**src/rtl/owm_pkg.sv**
```systemverilog
package owm_pkg;

	localparam int REG_W          = 10;
	localparam int NUM_REGS       = 8;
	localparam int TIMER_BITS_DEF = 10;

	localparam logic [1:0] CMD_TICK  = 2'd0;
	localparam logic [1:0] CMD_RESET = 2'd1;
	localparam logic [1:0] CMD_WRITE = 2'd2;
	localparam logic [1:0] CMD_READ  = 2'd3;

	localparam logic [3:0] PH_IDLE      = 4'd0;
	localparam logic [3:0] PH_RST_LOW   = 4'd1;
	localparam logic [3:0] PH_RST_REL   = 4'd2;
	localparam logic [3:0] PH_PRES_WAIT = 4'd3;
	localparam logic [3:0] PH_PRES_LOW  = 4'd4;
	localparam logic [3:0] PH_W_LOW     = 4'd5;
	localparam logic [3:0] PH_W_REL     = 4'd6;
	localparam logic [3:0] PH_R_LOW     = 4'd7;
	localparam logic [3:0] PH_R_WAIT    = 4'd8;
	localparam logic [3:0] PH_R_TAIL    = 4'd9;

	localparam logic [2:0] REG_RESET_LOW     = 3'd0;
	localparam logic [2:0] REG_RESET_RELEASE = 3'd1;
	localparam logic [2:0] REG_PRES_WAIT     = 3'd2;
	localparam logic [2:0] REG_PRES_LOW      = 3'd3;
	localparam logic [2:0] REG_SHORT_LOW     = 3'd4;
	localparam logic [2:0] REG_LONG_SLOT     = 3'd5;
	localparam logic [2:0] REG_READ_SAMPLE   = 3'd6;
	localparam logic [2:0] REG_READ_TAIL     = 3'd7;

	typedef struct packed {
		logic [REG_W-1:0] reset_low_us;
		logic [REG_W-1:0] reset_release_us;
		logic [REG_W-1:0] presence_wait_limit;
		logic [REG_W-1:0] presence_low_limit;
		logic [REG_W-1:0] short_low_us;
		logic [REG_W-1:0] long_slot_us;
		logic [REG_W-1:0] read_sample_us;
		logic [REG_W-1:0] read_tail_us;
	} cfg_t;

	typedef struct packed {
		logic [1:0] cmd;
		logic [7:0] tx_byte;
		logic       line_level;
	} item_t;

	typedef struct packed {
		logic       cmd_rejected;
		logic       presence_fail;
		logic [7:0] rx_byte;
		logic       done_res;
		logic       busy_res;
		logic       drive_low;
	} res_t;

	typedef struct packed {
		logic [3:0] phase;
		logic       busy;
	} stat_t;

endpackage

```
**src/rtl/onewire_master_slot_timing_top.sv**
```systemverilog
// One-wire bus master, one microsecond tick per transaction.
// The accepted item is registered in the input register; the result register loads from it when the output is free.
// One tick per cycle while m_tready does not stall the output; the slot state updates on each advancing tick.
// Reset (arst_n low, asynchronous): bus idle, timer and shift state cleared,
// registers at their defaults, both pipeline registers empty.
module onewire_master_slot_timing_top import owm_pkg::*; #(
	parameter int TIMER_BITS = TIMER_BITS_DEF
) (
	input  logic        clk,
	input  logic        arst_n,
	input  logic        s_tvalid,
	output logic        s_tready,
	input  logic [15:0] s_tdata,  // [1:0] cmd, [9:2] tx_byte, [10] line_level
	output logic        m_tvalid,
	input  logic        m_tready,
	output logic [15:0] m_tdata,  // [0] drive_low, [1] busy_res, [2] done_res,
	                              // [10:3] rx_byte, [11] presence_fail, [12] cmd_rejected
	input  logic        psel,
	input  logic        penable,
	input  logic        pwrite,
	input  logic [4:0]  paddr,
	input  logic [31:0] pwdata,
	output logic [31:0] prdata,
	output logic        pready
);

	cfg_t  cfg;
	item_t item_s1;
	logic  valid_s1;
	logic  advance;
	res_t  res;
	stat_t stat;
	logic  m_valid_q;
	res_t  m_res_q;

	assign advance  = valid_s1 && (!m_valid_q || m_tready);
	assign s_tready = !valid_s1 || advance;

	always_ff @(posedge clk or negedge arst_n) begin
		if (!arst_n)
			valid_s1 <= 1'b0;
		else if (s_tready)
			valid_s1 <= s_tvalid;
	end

	always_ff @(posedge clk) begin
		if (s_tready && s_tvalid) begin
			item_s1.cmd        <= s_tdata[1:0];
			item_s1.tx_byte    <= s_tdata[9:2];
			item_s1.line_level <= s_tdata[10];
		end
	end

	owm_apb u_apb (
		.clk     (clk),
		.arst_n  (arst_n),
		.psel    (psel),
		.penable (penable),
		.pwrite  (pwrite),
		.paddr   (paddr),
		.pwdata  (pwdata),
		.prdata  (prdata),
		.pready  (pready),
		.cfg     (cfg)
	);

	owm_slot #(
		.TIMER_BITS (TIMER_BITS)
	) u_slot (
		.clk    (clk),
		.arst_n (arst_n),
		.step   (advance),
		.item   (item_s1),
		.cfg    (cfg),
		.res    (res),
		.stat   (stat)
	);

	always_ff @(posedge clk or negedge arst_n) begin
		if (!arst_n)
			m_valid_q <= 1'b0;
		else if (!m_valid_q || m_tready)
			m_valid_q <= valid_s1;
	end

	always_ff @(posedge clk) begin
		if (advance)
			m_res_q <= res;
	end

	assign m_tvalid = m_valid_q;
	assign m_tdata  = {3'b000, m_res_q.cmd_rejected, m_res_q.presence_fail, m_res_q.rx_byte,
	                   m_res_q.done_res, m_res_q.busy_res, m_res_q.drive_low};

	// a rejected command can only come while an operation is running
	a_reject_busy: assert property (@(posedge clk) disable iff (!arst_n)
		advance && res.cmd_rejected |-> stat.busy)
		else $error("command rejected while idle");

	// the completing tick never reports busy, and driving low means still busy
	a_done_busy: assert property (@(posedge clk) disable iff (!arst_n)
		m_valid_q |-> !(m_res_q.done_res && m_res_q.busy_res) &&
		(!m_res_q.drive_low || m_res_q.busy_res))
		else $error("inconsistent done/busy/drive result");

	// an accepted transaction is held in the input register next cycle
	a_accept_held: assert property (@(posedge clk) disable iff (!arst_n)
		s_tvalid && s_tready |=> valid_s1)
		else $error("accepted transaction lost");

endmodule

```
**src/rtl/owm_apb.sv**
```systemverilog
module owm_apb import owm_pkg::*; (
	input  logic        clk,
	input  logic        arst_n,
	input  logic        psel,
	input  logic        penable,
	input  logic        pwrite,
	input  logic [4:0]  paddr,
	input  logic [31:0] pwdata,
	output logic [31:0] prdata,
	output logic        pready,
	output cfg_t        cfg
);

	logic             wr_en;
	logic [2:0]       idx;
	logic [REG_W-1:0] rd_val;

	assign pready = 1'b1;
	assign wr_en  = psel && penable && pwrite;
	assign idx    = paddr[4:2];

	always_ff @(posedge clk or negedge arst_n) begin
		if (!arst_n) begin
			cfg.reset_low_us        <= REG_W'(750);
			cfg.reset_release_us    <= REG_W'(15);
			cfg.presence_wait_limit <= REG_W'(200);
			cfg.presence_low_limit  <= REG_W'(240);
			cfg.short_low_us        <= REG_W'(2);
			cfg.long_slot_us        <= REG_W'(60);
			cfg.read_sample_us      <= REG_W'(12);
			cfg.read_tail_us        <= REG_W'(50);
		end else if (wr_en) begin
			case (idx)
				REG_RESET_LOW:     cfg.reset_low_us        <= pwdata[REG_W-1:0];
				REG_RESET_RELEASE: cfg.reset_release_us    <= pwdata[REG_W-1:0];
				REG_PRES_WAIT:     cfg.presence_wait_limit <= pwdata[REG_W-1:0];
				REG_PRES_LOW:      cfg.presence_low_limit  <= pwdata[REG_W-1:0];
				REG_SHORT_LOW:     cfg.short_low_us        <= pwdata[REG_W-1:0];
				REG_LONG_SLOT:     cfg.long_slot_us        <= pwdata[REG_W-1:0];
				REG_READ_SAMPLE:   cfg.read_sample_us      <= pwdata[REG_W-1:0];
				REG_READ_TAIL:     cfg.read_tail_us        <= pwdata[REG_W-1:0];
				default: ;
			endcase
		end
	end

	always_comb begin
		case (idx)
			REG_RESET_LOW:     rd_val = cfg.reset_low_us;
			REG_RESET_RELEASE: rd_val = cfg.reset_release_us;
			REG_PRES_WAIT:     rd_val = cfg.presence_wait_limit;
			REG_PRES_LOW:      rd_val = cfg.presence_low_limit;
			REG_SHORT_LOW:     rd_val = cfg.short_low_us;
			REG_LONG_SLOT:     rd_val = cfg.long_slot_us;
			REG_READ_SAMPLE:   rd_val = cfg.read_sample_us;
			REG_READ_TAIL:     rd_val = cfg.read_tail_us;
			default:           rd_val = '0;
		endcase
	end

	assign prdata = {{(32-REG_W){1'b0}}, rd_val};

endmodule

```
**src/rtl/owm_slot.sv**
```systemverilog
module owm_slot import owm_pkg::*; #(
	parameter int TIMER_BITS = TIMER_BITS_DEF
) (
	input  logic  clk,
	input  logic  arst_n,
	input  logic  step,
	input  item_t item,
	input  cfg_t  cfg,
	output res_t  res,
	output stat_t stat
);

	localparam int TMAX = (1 << TIMER_BITS) - 1;

	function automatic logic [TIMER_BITS-1:0] sat_len(input logic [REG_W-1:0] v);
		if (32'(v) > TMAX)
			return TMAX[TIMER_BITS-1:0];
		else
			return TIMER_BITS'(v);
	endfunction

	function automatic logic [TIMER_BITS-1:0] min_one(input logic [REG_W-1:0] v);
		logic [REG_W-1:0] w;
		w = (v == '0) ? REG_W'(1) : v;
		return sat_len(w);
	endfunction

	logic [3:0]            phase_q;
	logic [TIMER_BITS-1:0] timer_q;
	logic [2:0]            bit_q;
	logic [7:0]            shift_q;
	logic [7:0]            rx_q;
	logic                  fail_q;

	logic [3:0]            ph;
	logic [TIMER_BITS-1:0] tt;
	logic [2:0]            bc;
	logic [7:0]            sb;
	logic [7:0]            lrx;
	logic                  ff;
	logic                  drive, rej, done;

	logic [TIMER_BITS-1:0] lim_rst_low, lim_rst_rel, lim_wait, lim_plow;
	logic [TIMER_BITS-1:0] lim_short, lim_long, lim_samp, lim_tail;

	assign lim_rst_low = min_one(cfg.reset_low_us);
	assign lim_rst_rel = sat_len(cfg.reset_release_us);
	assign lim_wait    = min_one(cfg.presence_wait_limit);
	assign lim_plow    = min_one(cfg.presence_low_limit);
	assign lim_short   = min_one(cfg.short_low_us);
	assign lim_long    = min_one(cfg.long_slot_us);
	assign lim_samp    = min_one(cfg.read_sample_us);
	assign lim_tail    = sat_len(cfg.read_tail_us);

	always_comb begin
		ph    = phase_q;
		tt    = timer_q;
		bc    = bit_q;
		sb    = shift_q;
		lrx   = rx_q;
		ff    = fail_q;
		drive = 1'b0;
		rej   = 1'b0;
		done  = 1'b0;

		if (ph == PH_IDLE) begin
			tt = '0;
			case (item.cmd)
				CMD_RESET: ph = PH_RST_LOW;
				CMD_WRITE: begin
					sb = item.tx_byte;
					bc = '0;
					ph = PH_W_LOW;
				end
				CMD_READ: begin
					sb = '0;
					bc = '0;
					ph = PH_R_LOW;
				end
				default: ;
			endcase
		end else if (item.cmd != CMD_TICK) begin
			rej = 1'b1;
		end

		case (ph)
			PH_RST_LOW: begin
				drive = 1'b1;
				tt = tt + 1'b1;
				if (tt >= lim_rst_low) begin
					tt = '0;
					ph = (cfg.reset_release_us != '0) ? PH_RST_REL : PH_PRES_WAIT;
				end
			end
			PH_RST_REL: begin
				tt = tt + 1'b1;
				if (tt >= lim_rst_rel) begin
					tt = '0;
					ph = PH_PRES_WAIT;
				end
			end
			PH_PRES_WAIT: begin
				if (item.line_level) begin
					tt = tt + 1'b1;
					if (tt >= lim_wait) begin
						ff   = 1'b1;
						ph   = PH_IDLE;
						tt   = '0;
						done = 1'b1;
					end
				end else begin
					// first low tick already counts toward the presence limit
					ph = PH_PRES_LOW;
					tt = TIMER_BITS'(1);
					if (tt >= lim_plow) begin
						ff   = 1'b1;
						ph   = PH_IDLE;
						tt   = '0;
						done = 1'b1;
					end
				end
			end
			PH_PRES_LOW: begin
				if (!item.line_level) begin
					tt = tt + 1'b1;
					if (tt >= lim_plow) begin
						ff   = 1'b1;
						ph   = PH_IDLE;
						tt   = '0;
						done = 1'b1;
					end
				end else begin
					ff   = 1'b0;
					ph   = PH_IDLE;
					tt   = '0;
					done = 1'b1;
				end
			end
			PH_W_LOW: begin
				drive = 1'b1;
				tt = tt + 1'b1;
				if (tt >= (sb[0] ? lim_short : lim_long)) begin
					tt = '0;
					ph = PH_W_REL;
				end
			end
			PH_W_REL: begin
				tt = tt + 1'b1;
				if (tt >= (sb[0] ? lim_long : lim_short)) begin
					tt = '0;
					sb = {1'b0, sb[7:1]};
					if (bc == 3'd7) begin
						bc   = '0;
						ph   = PH_IDLE;
						done = 1'b1;
					end else begin
						bc = bc + 1'b1;
						ph = PH_W_LOW;
					end
				end
			end
			PH_R_LOW: begin
				drive = 1'b1;
				tt = tt + 1'b1;
				if (tt >= lim_short) begin
					tt = '0;
					ph = PH_R_WAIT;
				end
			end
			PH_R_WAIT: begin
				tt = tt + 1'b1;
				if (tt >= lim_samp) begin
					sb = {item.line_level, sb[7:1]};
					tt = '0;
					if (cfg.read_tail_us != '0) begin
						ph = PH_R_TAIL;
					end else if (bc == 3'd7) begin
						lrx  = sb;
						bc   = '0;
						ph   = PH_IDLE;
						done = 1'b1;
					end else begin
						bc = bc + 1'b1;
						ph = PH_R_LOW;
					end
				end
			end
			PH_R_TAIL: begin
				tt = tt + 1'b1;
				if (tt >= lim_tail) begin
					tt = '0;
					if (bc == 3'd7) begin
						lrx  = sb;
						bc   = '0;
						ph   = PH_IDLE;
						done = 1'b1;
					end else begin
						bc = bc + 1'b1;
						ph = PH_R_LOW;
					end
				end
			end
			PH_IDLE: ;
			default: begin
				ph = PH_IDLE;
				tt = '0;
			end
		endcase
	end

	always_ff @(posedge clk or negedge arst_n) begin
		if (!arst_n) begin
			phase_q <= PH_IDLE;
			timer_q <= '0;
			bit_q   <= '0;
			shift_q <= '0;
			rx_q    <= '0;
			fail_q  <= 1'b0;
		end else if (step) begin
			phase_q <= ph;
			timer_q <= tt;
			bit_q   <= bc;
			shift_q <= sb;
			rx_q    <= lrx;
			fail_q  <= ff;
		end
	end

	assign res.drive_low     = drive;
	assign res.busy_res      = (ph != PH_IDLE);
	assign res.done_res      = done;
	assign res.rx_byte       = lrx;
	assign res.presence_fail = ff;
	assign res.cmd_rejected  = rej;

	assign stat.phase = phase_q;
	assign stat.busy  = (phase_q != PH_IDLE);

endmodule
```
**config.mk**
```make
export PLATFORM = sky130hd
export DESIGN_NAME = onewire_master_slot_timing_top
export DESIGN_NICKNAME = d
export VERILOG_FILES = /design/src/rtl/owm_pkg.sv /design/src/rtl/onewire_master_slot_timing_top.sv /design/src/rtl/owm_apb.sv /design/src/rtl/owm_slot.sv
export SDC_FILE = /design/constraint.sdc
export NUM_CORES = 1
export LEC_CHECK = 0
export ABC_AREA = 1
export BUFFER_PORTS_ARGS = -buffer_cell sky130_fd_sc_hd__buf_4
export CORE_ASPECT_RATIO = 0.8
export CORE_MARGIN = 1
export CORE_UTILIZATION = 47
export DETAILED_ROUTE_END_ITERATION = 12
export GPL_TIMING_DRIVEN = 0
export PLACE_DENSITY = 0.74
export SETUP_SLACK_MARGIN = 0.2
export SYNTH_ARGS = -nofsm -noshare
export SYNTH_HDL_FRONTEND = slang
export SYNTH_SLANG_ARGS = --single-unit
```
**constraint.sdc**
```tcl
create_clock -name clk -period 6.4 [get_ports clk]
set_clock_uncertainty 0.15 [all_clocks]
set_input_delay 0.96 -clock clk [delete_from_list [all_inputs] [get_ports clk]]
set_output_delay 0.96 -clock clk [all_outputs]
set_load 0.02 [all_outputs]
```
### Word level (Yosys, flattened, before mapping)

Index checks and enable logic that the tools add are counted.

| word-level totals | value |
|---|---|
| bits of input ports | 60 |
| flip-flop bits (word level) | 140 |
| output and inout bits | 51 |
| word-level logic and storage cells | 168 |

| cells by class | value |
|---|---|
| multiplexer cells | 80 |
| reductions and logical operators | 31 |
| magnitude comparators | 10 |
| equal/unequal tests | 20 |
| $add $sub $neg | 2 |

Operators by type and width:

| kind | number |
|---|---|
| $mux W10 | 20 |
| $pmux W10 S10 | 1 |
| $ge A10 B10 Y1 | 9 |
| $pmux W10 S8 | 1 |
| $mux W8 | 8 |
| $logic_not A10 Y1 | 6 |
| $mux W4 | 13 |
| $pmux W8 S2 | 3 |
| $pmux W4 S10 | 1 |
| $mux W3 | 10 |
| $reduce_bool A10 Y1 | 2 |
| $mux W1 | 19 |
| $eq A4 B3 Y1 const B | 4 |
| $reduce_and A2 Y1 | 8 |
| $eq A3 B3 Y1 const B | 5 |
| $pmux W4 S3 | 1 |
| $add A10 B1 Y10 const B | 1 |
| $ge A1 B10 Y1 const A | 1 |
| $pmux W3 S3 | 1 |
| $eq A4 B2 Y1 const B | 2 |
| $eq A4 B4 Y1 const B | 2 |
| $logic_not A4 Y1 | 2 |
| $eq A3 B2 Y1 const B | 2 |
| $pmux W1 S5 | 1 |
| other kinds (14) | 20 |

### Depth between registers and ports, before layout

Gate-level depths: netlist of run 1.

| depth | value |
|---|---|
| word-level depth | 10 |
| depth in mapped cells | 32 |
| gate-level depth less buffers | 29 |

### Cells and area by module

Synthesis of run 1 repeated with hierarchy kept, for this count alone.

| unflattened totals | value |
|---|---|
| cells, all modules | 1493 |
| area total of the unflattened synthesis | 10560.1 sq um |

By module, submodules not included:

| module | cells an instance | times used | area each (sq um) | sequential area each (sq um) |
|---|---|---|---|---|
| owm_slot | 968 | 1 | 5723.0 | 850.8 |
| owm_apb | 485 | 1 | 3995.1 | 2037.0 |
| onewire_master_slot_timing_top | 40 | 1 | 842.1 | 770.7 |

### Worst setup path before layout of run 1

Ideal clock, no wire load.

| path | value |
|---|---|
| path type | reg2reg |
| start | register u_slot.phase_q[2] |
| end | register u_slot.timer_q[6] |
| buffers on the path | 1 |
| clock period less this slack | 3.805 ns |
| required time | 6.183 ns |
| library setup time | 0.067 ns |
| path slack | 2.595 ns |
| arrival | 3.588 ns |
| stages on the path, launching flop included | 27 |
| cell sequence | dfrtp_1 -> nor2_2 -> nand2_4 -> buf_12 -> nand2_1 -> inv_1 -> ha_1 -> nand4_1 -> nor2_2 -> xnor2_1 -> ha_1 -> nand2_1 -> nor2_1 -> a21o_1 -> a21oi_1 -> nand2_1 -> a21oi_1 -> o21ai_0 -> nand2_1 -> nand2_1 -> nand2_2 -> inv_2 -> nand2_1 -> nor2_2 -> nand3_4 -> nand3_1 -> nand2_1 |

| between the ends | value |
|---|---|
| word-level cells in the longest chain between the ends | 7 |
| elaborated cells between the ends (all ways) | 39 |
| classes of those cells | 1 x add/sub; 9 x order compare; 9 x eq/ne; 18 x mux; 2 x reduce/logical |

Ends and longest elaborated chain:

| element | line | text |
|---|---|---|
| start, declared | owm_slot.sv:28 | `logic [3:0] phase_q;` |
| start signal, assigned | owm_slot.sv:220 | `phase_q <= ph;` |
| $logic_not A4 Y1 | owm_slot.sv:66 | `if (ph == PH_IDLE) begin` |
| $mux W10 | owm_slot.sv:66 |  |
| $add A10 B1 Y10 | - |  |
| $ge A10 B10 Y1, on equally long branches | owm_slot.sv:126, owm_slot.sv:105 |  |
| $mux W10, on equally long branches | owm_slot.sv:126, owm_slot.sv:105 |  |
| $mux W10, on equally long branches | owm_slot.sv:124, owm_slot.sv:103 |  |
| $pmux W10 S10 (*) | owm_slot.sv:86 | `case (ph)` |
| end signal, assigned | owm_slot.sv:221 | `timer_q <= tt;` |
| end, declared | owm_slot.sv:29 | `logic [TIMER_BITS-1:0] timer_q;` |

Every way passes the cells marked *; elsewhere a longest branch is shown, timed or not.
A chain may end at the register's enable or synchronous reset.

### Final worst setup path of run 1

| path | value |
|---|---|
| start | register u_slot.phase_q[2] |
| end | register u_slot.timer_q[5] |

Same word-level chain as after synthesis.

==> metrics.txt, run 1 <==
pwr dens between 300 and 400 nW/µm²; CTS tree yes; failing checks design-rule violations; DRC 3; Yosys warnings 0; layout net count about 1600; number of gates resized after cts 0; Main synth FF type dfrtp_1; std cell rows 47; clock buffer depth 2; Peak VDD IR between 0.2 and 0.25 mV; H-Tree Depth 4; total track usage 0.278; minimum clock period 5.11 ns; dpl hpwl around 22000 µm; number of synthesized flops with an enable pin 24; Setup violations, final 0; CP Capture Type register; height of the die approximately 130 µm; initial antenna violation count 0; Cell variety after synth 52; multi-input logic area between 5000 and 6000 µm²; Worst-Margin Slew about 1.4 ns; total leakage power slightly below 6 nW; # Post-CTS Setup Buffers 0; CP max-delay cell xnor2_1; critical path launch point type register; #FFs+latches synth 140; most common cell after layout, fill and taps aside nand2_1; Area growth, synth to finish 14.5%; Core ar. between 20000 and 25000 µm²; largest net degree at the start of global routing 78; routed wire length 29700 µm; placed instance count 1728; layout cells sized above 1 0.144; die area ~22000 µm²; Fin Setup TNS 0 ns; Crit path top cell by count nand2_1; layout filler cell count 1953; Max Clk Rate 196 MHz; sequential area share after synthesis 0.363; Crit Path Category reg -> reg; antenna viol nets, final 0; Final Wtd Congestion between 0.9 and 1; FF/Latch Area ~3700 µm²; Syn Inst Count around 1400; Worst EP required between 6 and 7 ns; fin cells between 1500 and 2000; hold_buf cts 0; FFs w/ async S/R, synth 0.829; max cap viols 0; Max FO, Critical Path 11; Iter 0 DRT Violations about 1000; leading cell types in the layout, fill and taps excluded nand2_1, inv_1, o21ai_0; top cell type's share of synthesized area 0.218; slew margin rel. 0.0377; Worst Path Arrival 5.34 ns; CTS clk-pin slew, worst paths about 0.070 ns; hold crit path type in -> async; Vias/cell 5.54; status finished, violations left; Top-Level Pins roughly 110; port bufs between 50 and 60; TritonCTS Buffers 17; Root Driver clkbuf_16; mapped cell area 10100 µm²; fin crit share 0.799; Synth area leaders dfrtp_1, nand2_1, ha_1; final hold viol count 0; DRT Pass-1 Iters 10; Largest stage delay, worst path 1.00 ns; Initial Util 0.483; clk sinks 140; Ant. Diodes 0; drt wl/cell approximately 17 µm; Worst-Skew Late Latency ~0.44 ns; grt ovf 0; Syn Area/Cell 7.31 µm²; Die W approximately 170 µm; unrepaired setup endpoints after global routing no; routed vias 9747; post-synth top area cell dfrtp_1; first-pass GRT wire length 47800 µm; vias in the first global route roughly 9100; fin. max-slew vios 0
path summary, 6_finish.rpt:
check,depth (start not counted),end,from,slack (ns)
min in group clk,2,u_slot.bit_q[1],u_slot.bit_q[1],0.34
max reg2reg,26,u_slot.timer_q[5],u_slot.phase_q[2],1.29
min,1,u_slot.shift_q[7],arst_n,0.29
max in group asynchronous,2,u_apb.cfg[1],arst_n,5.06
min reg2reg,2,u_slot.bit_q[1],u_slot.bit_q[1],0.34
max,26,u_slot.timer_q[5],u_slot.phase_q[2],1.29
report_power, final:
| part | internal [mW] | total (mW) | switching, mW |
|---|---|---|---|
| logic | 0.597 | 1.77 | 1.18 |
| registers | 1.15 | 1.30 | 0.154 |
| clock network | 0.558 | 1.02 | 0.462 |
per-layer routing:
layer	share of wire	global-route usage	vias up
li1	-	-	4679
met5	0	0	-
met2	0.43	0.408	465
met3	0.093	0.0748	58
met4	0.022	0.0987	0
met1	0.46	0.394	4545
final cells by class:
cell class,count,area share
repair buffers,55,0.0378
clock buffers,17,0.0368
plain buffers,70,0.0365
clock inverters,15,0.0152
inverters,208,0.0680
well taps,269,0.0291
flip-flops and latches,140,0.317
multi-input cells,986,0.460
cell families after synthesis:
logic type      synth area share
fa+ha+maj                 0.0856
compound gates             0.161
simple gates               0.265
buf+inv                    0.120
flops                      0.363
other cells             0.000745
xor+xnor                 0.00521
metrics by stage:
step / power [mW] / hold WS, ns / setup slack (ns) / util / cell area (µm²)
floorplan: 2.53 / 0.293 / 2.59 / - / 10200
global placement: 2.98 / 0.310 / 1.42 / 0.523 / 10900
detailed placement: 3.03 / 0.315 / 1.46 / 0.524 / 10900
CTS: 4.07 / 0.292 / 1.31 / 0.553 / 11500
global route: 4.40 / 0.304 / 0.926 / 0.553 / 11500
finish: 4.10 / 0.287 / 1.29 / 0.553 / 11500
synthesized netlist by cell type (2+ instances only):
library cell	n
conb_1	2
a21oi_1	35
a31oi_1	2
a21o_1	2
a32o_1	2
nand3_1	73
ha_1	69
o21bai_1	2
a21boi_0	2
o41ai_1	4
o21ai_1	4
inv_1	195
a22oi_1	5
buf_4	29
o2111ai_1	2
nor2_4	3
clkbuf_1	31
nor2_1	78
inv_2	7
xor2_1	5
nand3_2	6
inv_4	2
clkinv_1	4
dfstp_2	28
o211ai_1	22
nor3_1	8
o21ai_0	147
o211ai_2	8
dfrtp_1	88
buf_2	6
and2_1	2
nand4_1	16
edfxtp_1	24
buf_6	2
o22ai_1	35
nand2_4	5
nor4_1	7
nand2_2	17
nand3_4	2
nor2_2	6
nand2_1	382
worst max-delay path, delay by kind of cell (launching register included):
| kind | cells | cell delay [ns] |
|---|---|---|
| compound gates | 4 | 0.49 |
| xor+xnor | 1 | 1.00 |
| fa+ha+maj | 2 | 0.81 |
| buf+inv | 3 | 0.55 |
| flops | 1 | 0.43 |
| simple gates | 16 | 1.61 |
flip-flops by register name (all words and copies together) (netlist names):
| name | flops |
|---|---|
| m_tdata | 13 |
| valid_s1 | 1 |
| u_slot.timer_q | 10 |
| u_slot.phase_q | 4 |
| u_apb.cfg | 80 |
| u_slot.bit_q | 3 |
| u_slot.rx_q | 8 |
| u_slot.fail_q | 1 |
| m_tvalid | 1 |
| u_slot.shift_q | 8 |
| item_s1 | 11 |
Power figures use the tool's default switching activity.
==> run 2: changes to the inputs <==
- clock period: 6.4 -> 5.2 ns (I/O delays scaled with it)
==> run 2 against run 1 <==
Net effect: the run still ends with design-rule violations left; critical path depth up 1; combinational power increased by 24%; die area did not move; via count grew 0.29%; final cell count rose by 0.17%; clock power is 24% higher; hold slack got worse by 0.19 ns; clock-buffer cell count unchanged; design area grew 0.36%; routed wire length up 0.29%; non-clock buffer count increased by 3; maximum frequency rose by 9.2%; largest cell class unchanged.
==> metrics.txt, run 2 (synthesized netlist as in run 1, its figures left out) <==
Iter 0 DRT Violations approximately 1100; Worst EP required 5.24 ns; Setup violations, final 0; max cap viols 0; drt wl/cell ~17 µm; Max FO, Critical Path 10; TritonCTS Buffers 17; leading cell types in the layout, fill and taps excluded nand2_1, inv_1, o21ai_0; port bufs 54; Root Driver clkbuf_16; H-Tree Depth 4; Crit Path Category reg -> reg; FF/Latch Area about 3700 µm²; antenna viol nets, final 0; Core ar. ~21000 µm²; Ant. Diodes 0; Worst R2R Path Depth 27; Worst R2R Start item_s1[9]; dpl hpwl 22100 µm; height of the die ~130 µm; vias in the first global route 9127; pre-CTS setup slack 0.256 ns; DRT Pass-1 Iters 9; CTS clk-pin slew, worst paths 0.07 ns; Final Wtd Congestion 0.943; Top-Level Pins approximately 110; final hold viol count 0; Worst-Margin Slew 1.15 ns; die area between 20000 and 25000 µm²; layout filler cell count ~2000; fin crit share 0.900; layout cells sized above 1 0.147; critical register-to-register path endpoint m_tdata[1]; minimum clock period ~4.7 ns; total leakage power just under 6 nW; max reg flops 80; Worst Slack Setup Final 0.518 ns; Fin Setup TNS 0 ns; failing checks design-rule violations; most common cell after layout, fill and taps aside nand2_1; grt ovf 0; routed vias slightly below 10000; std cell rows 47; first-pass GRT wire length 47800 µm; status finished, violations left; slew margin rel. 0.227; Area growth, synth to finish 14.9%; fin util 0.555; Worst-Skew Late Latency roughly 0.44 ns; layout net count 1610; Biggest register u_apb.cfg; Peak VDD IR around 0.26 mV; routed wire length between 20000 and 30000 µm; unrepaired setup endpoints after global routing no; CTS tree yes; DRC 3; clk sinks 140; Die W between 150 and 200 µm; fin. max-slew vios 0; total track usage 0.278; largest net degree at the start of global routing between 70 and 80; hold crit path type in -> async; clock buffer depth 2; CP Capture Type register; Worst R2R Setup Slack 0.52 ns; initial antenna violation count 0; critical path launch point type register; Worst Path Arrival 4.72 ns; Initial Util 0.483; multi-input logic area ~5300 µm²; Max Clk Rate between 200 and 250 MHz; Vias/cell between 5 and 6; pwr dens 437 nW/µm²
[run 2: cell count changes in the layout (fill, tap and decap cells not counted)]
cell | before | now
buf_4 | 82 | 85
clkinvlp_4 | 0 | 1
inv_1 | 195 | 194
xnor2_1 | 1 | 0
xnor2_2 | 0 | 1
xor2_1 | 5 | 4
xor2_2 | 0 | 1
[run 2: worst max-delay path, stage by stage, from the launching register on]
cell and delay [ns]:
edfxtp_1 0.46, nor2_4 0.23, nand4_1 0.35, nand2_2 0.23, buf_4 0.19, clkbuf_1 0.43, clkbuf_1 0.42, nand2_1 0.10
o21ai_0 0.10, ha_1 0.26, nand2_1 0.06, nand2_1 0.04, nand2_1 0.05, nand2_1 0.06, nand2_1 0.06, a21boi_0 0.08
nand3_1 0.08, nand2_1 0.06, nand2_1 0.06, nand2_1 0.07, nand2_2 0.09, nand2_1 0.11, nand2_2 0.15, nor2_1 0.06
nor2_1 0.15, nand2_1 0.12, nor2_1 0.10, nand2_1 0.08
[run 2: cell type report]
class	count	share of cell area
flip-flops and latches	140	0.316
plain buffers	70	0.0364
clock inverters	15	0.0151
repair buffers	58	0.0396
inverters	208	0.0681
well taps	269	0.0290
clock buffers	17	0.0367
multi-input cells	986	0.459
[run 2: per-stage QoR]
step                      power, mW  std cells  hold slack, ns  cell area (µm²)
after floorplan                3.11       1404           0.293            10200
after detailed placement       3.74       1728           0.315            10900
after global placement         3.67       1727           0.310            10900
after CTS                      5.01       1760           0.112            11600
final                          5.07       1763           0.102            11600
after global routing           5.43       1763           0.124            11600
[run 2: where the power goes]
part           internal (mW)  leakage (nW)  switching, mW
sequential              1.42          1.63          0.190
clock                  0.687         0.295          0.570
combinational          0.749          3.93           1.46
[run 2: layer usage]
metal / vias to the layer above / share of wire / GRT usage
li1: 4686 / - / -
met1: 4530 / 0.45 / 0.394
met2: 497 / 0.43 / 0.408
met3: 62 / 0.10 / 0.0748
met4: 0 / 0.023 / 0.0987
met5: - / 0 / 0
[run 2: how the worst max path moves through the flow]
stage,depth (start not counted),slack [ns],start,end
global placement,26,0.22,u_slot.phase_q[2],u_slot.timer_q[6]
finish,27,0.52,item_s1[9],m_tdata[1]
CTS,26,0.52,u_slot.phase_q[1],m_tdata[1]
global route,27,0.23,item_s1[9],m_tdata[1]
floorplan,26,1.39,u_slot.phase_q[2],u_slot.timer_q[6]
detailed placement,26,0.26,u_slot.phase_q[2],u_slot.timer_q[5]
[run 2: repair_timing]
item	in CTS	in global routing
cloned	0	0
resized for setup	1	2
endpoints found under the setup margin	12	7
pin swaps	0	0
hold buffers	0	0
buffers inserted	0	3
endpoints found under the hold margin	0	0
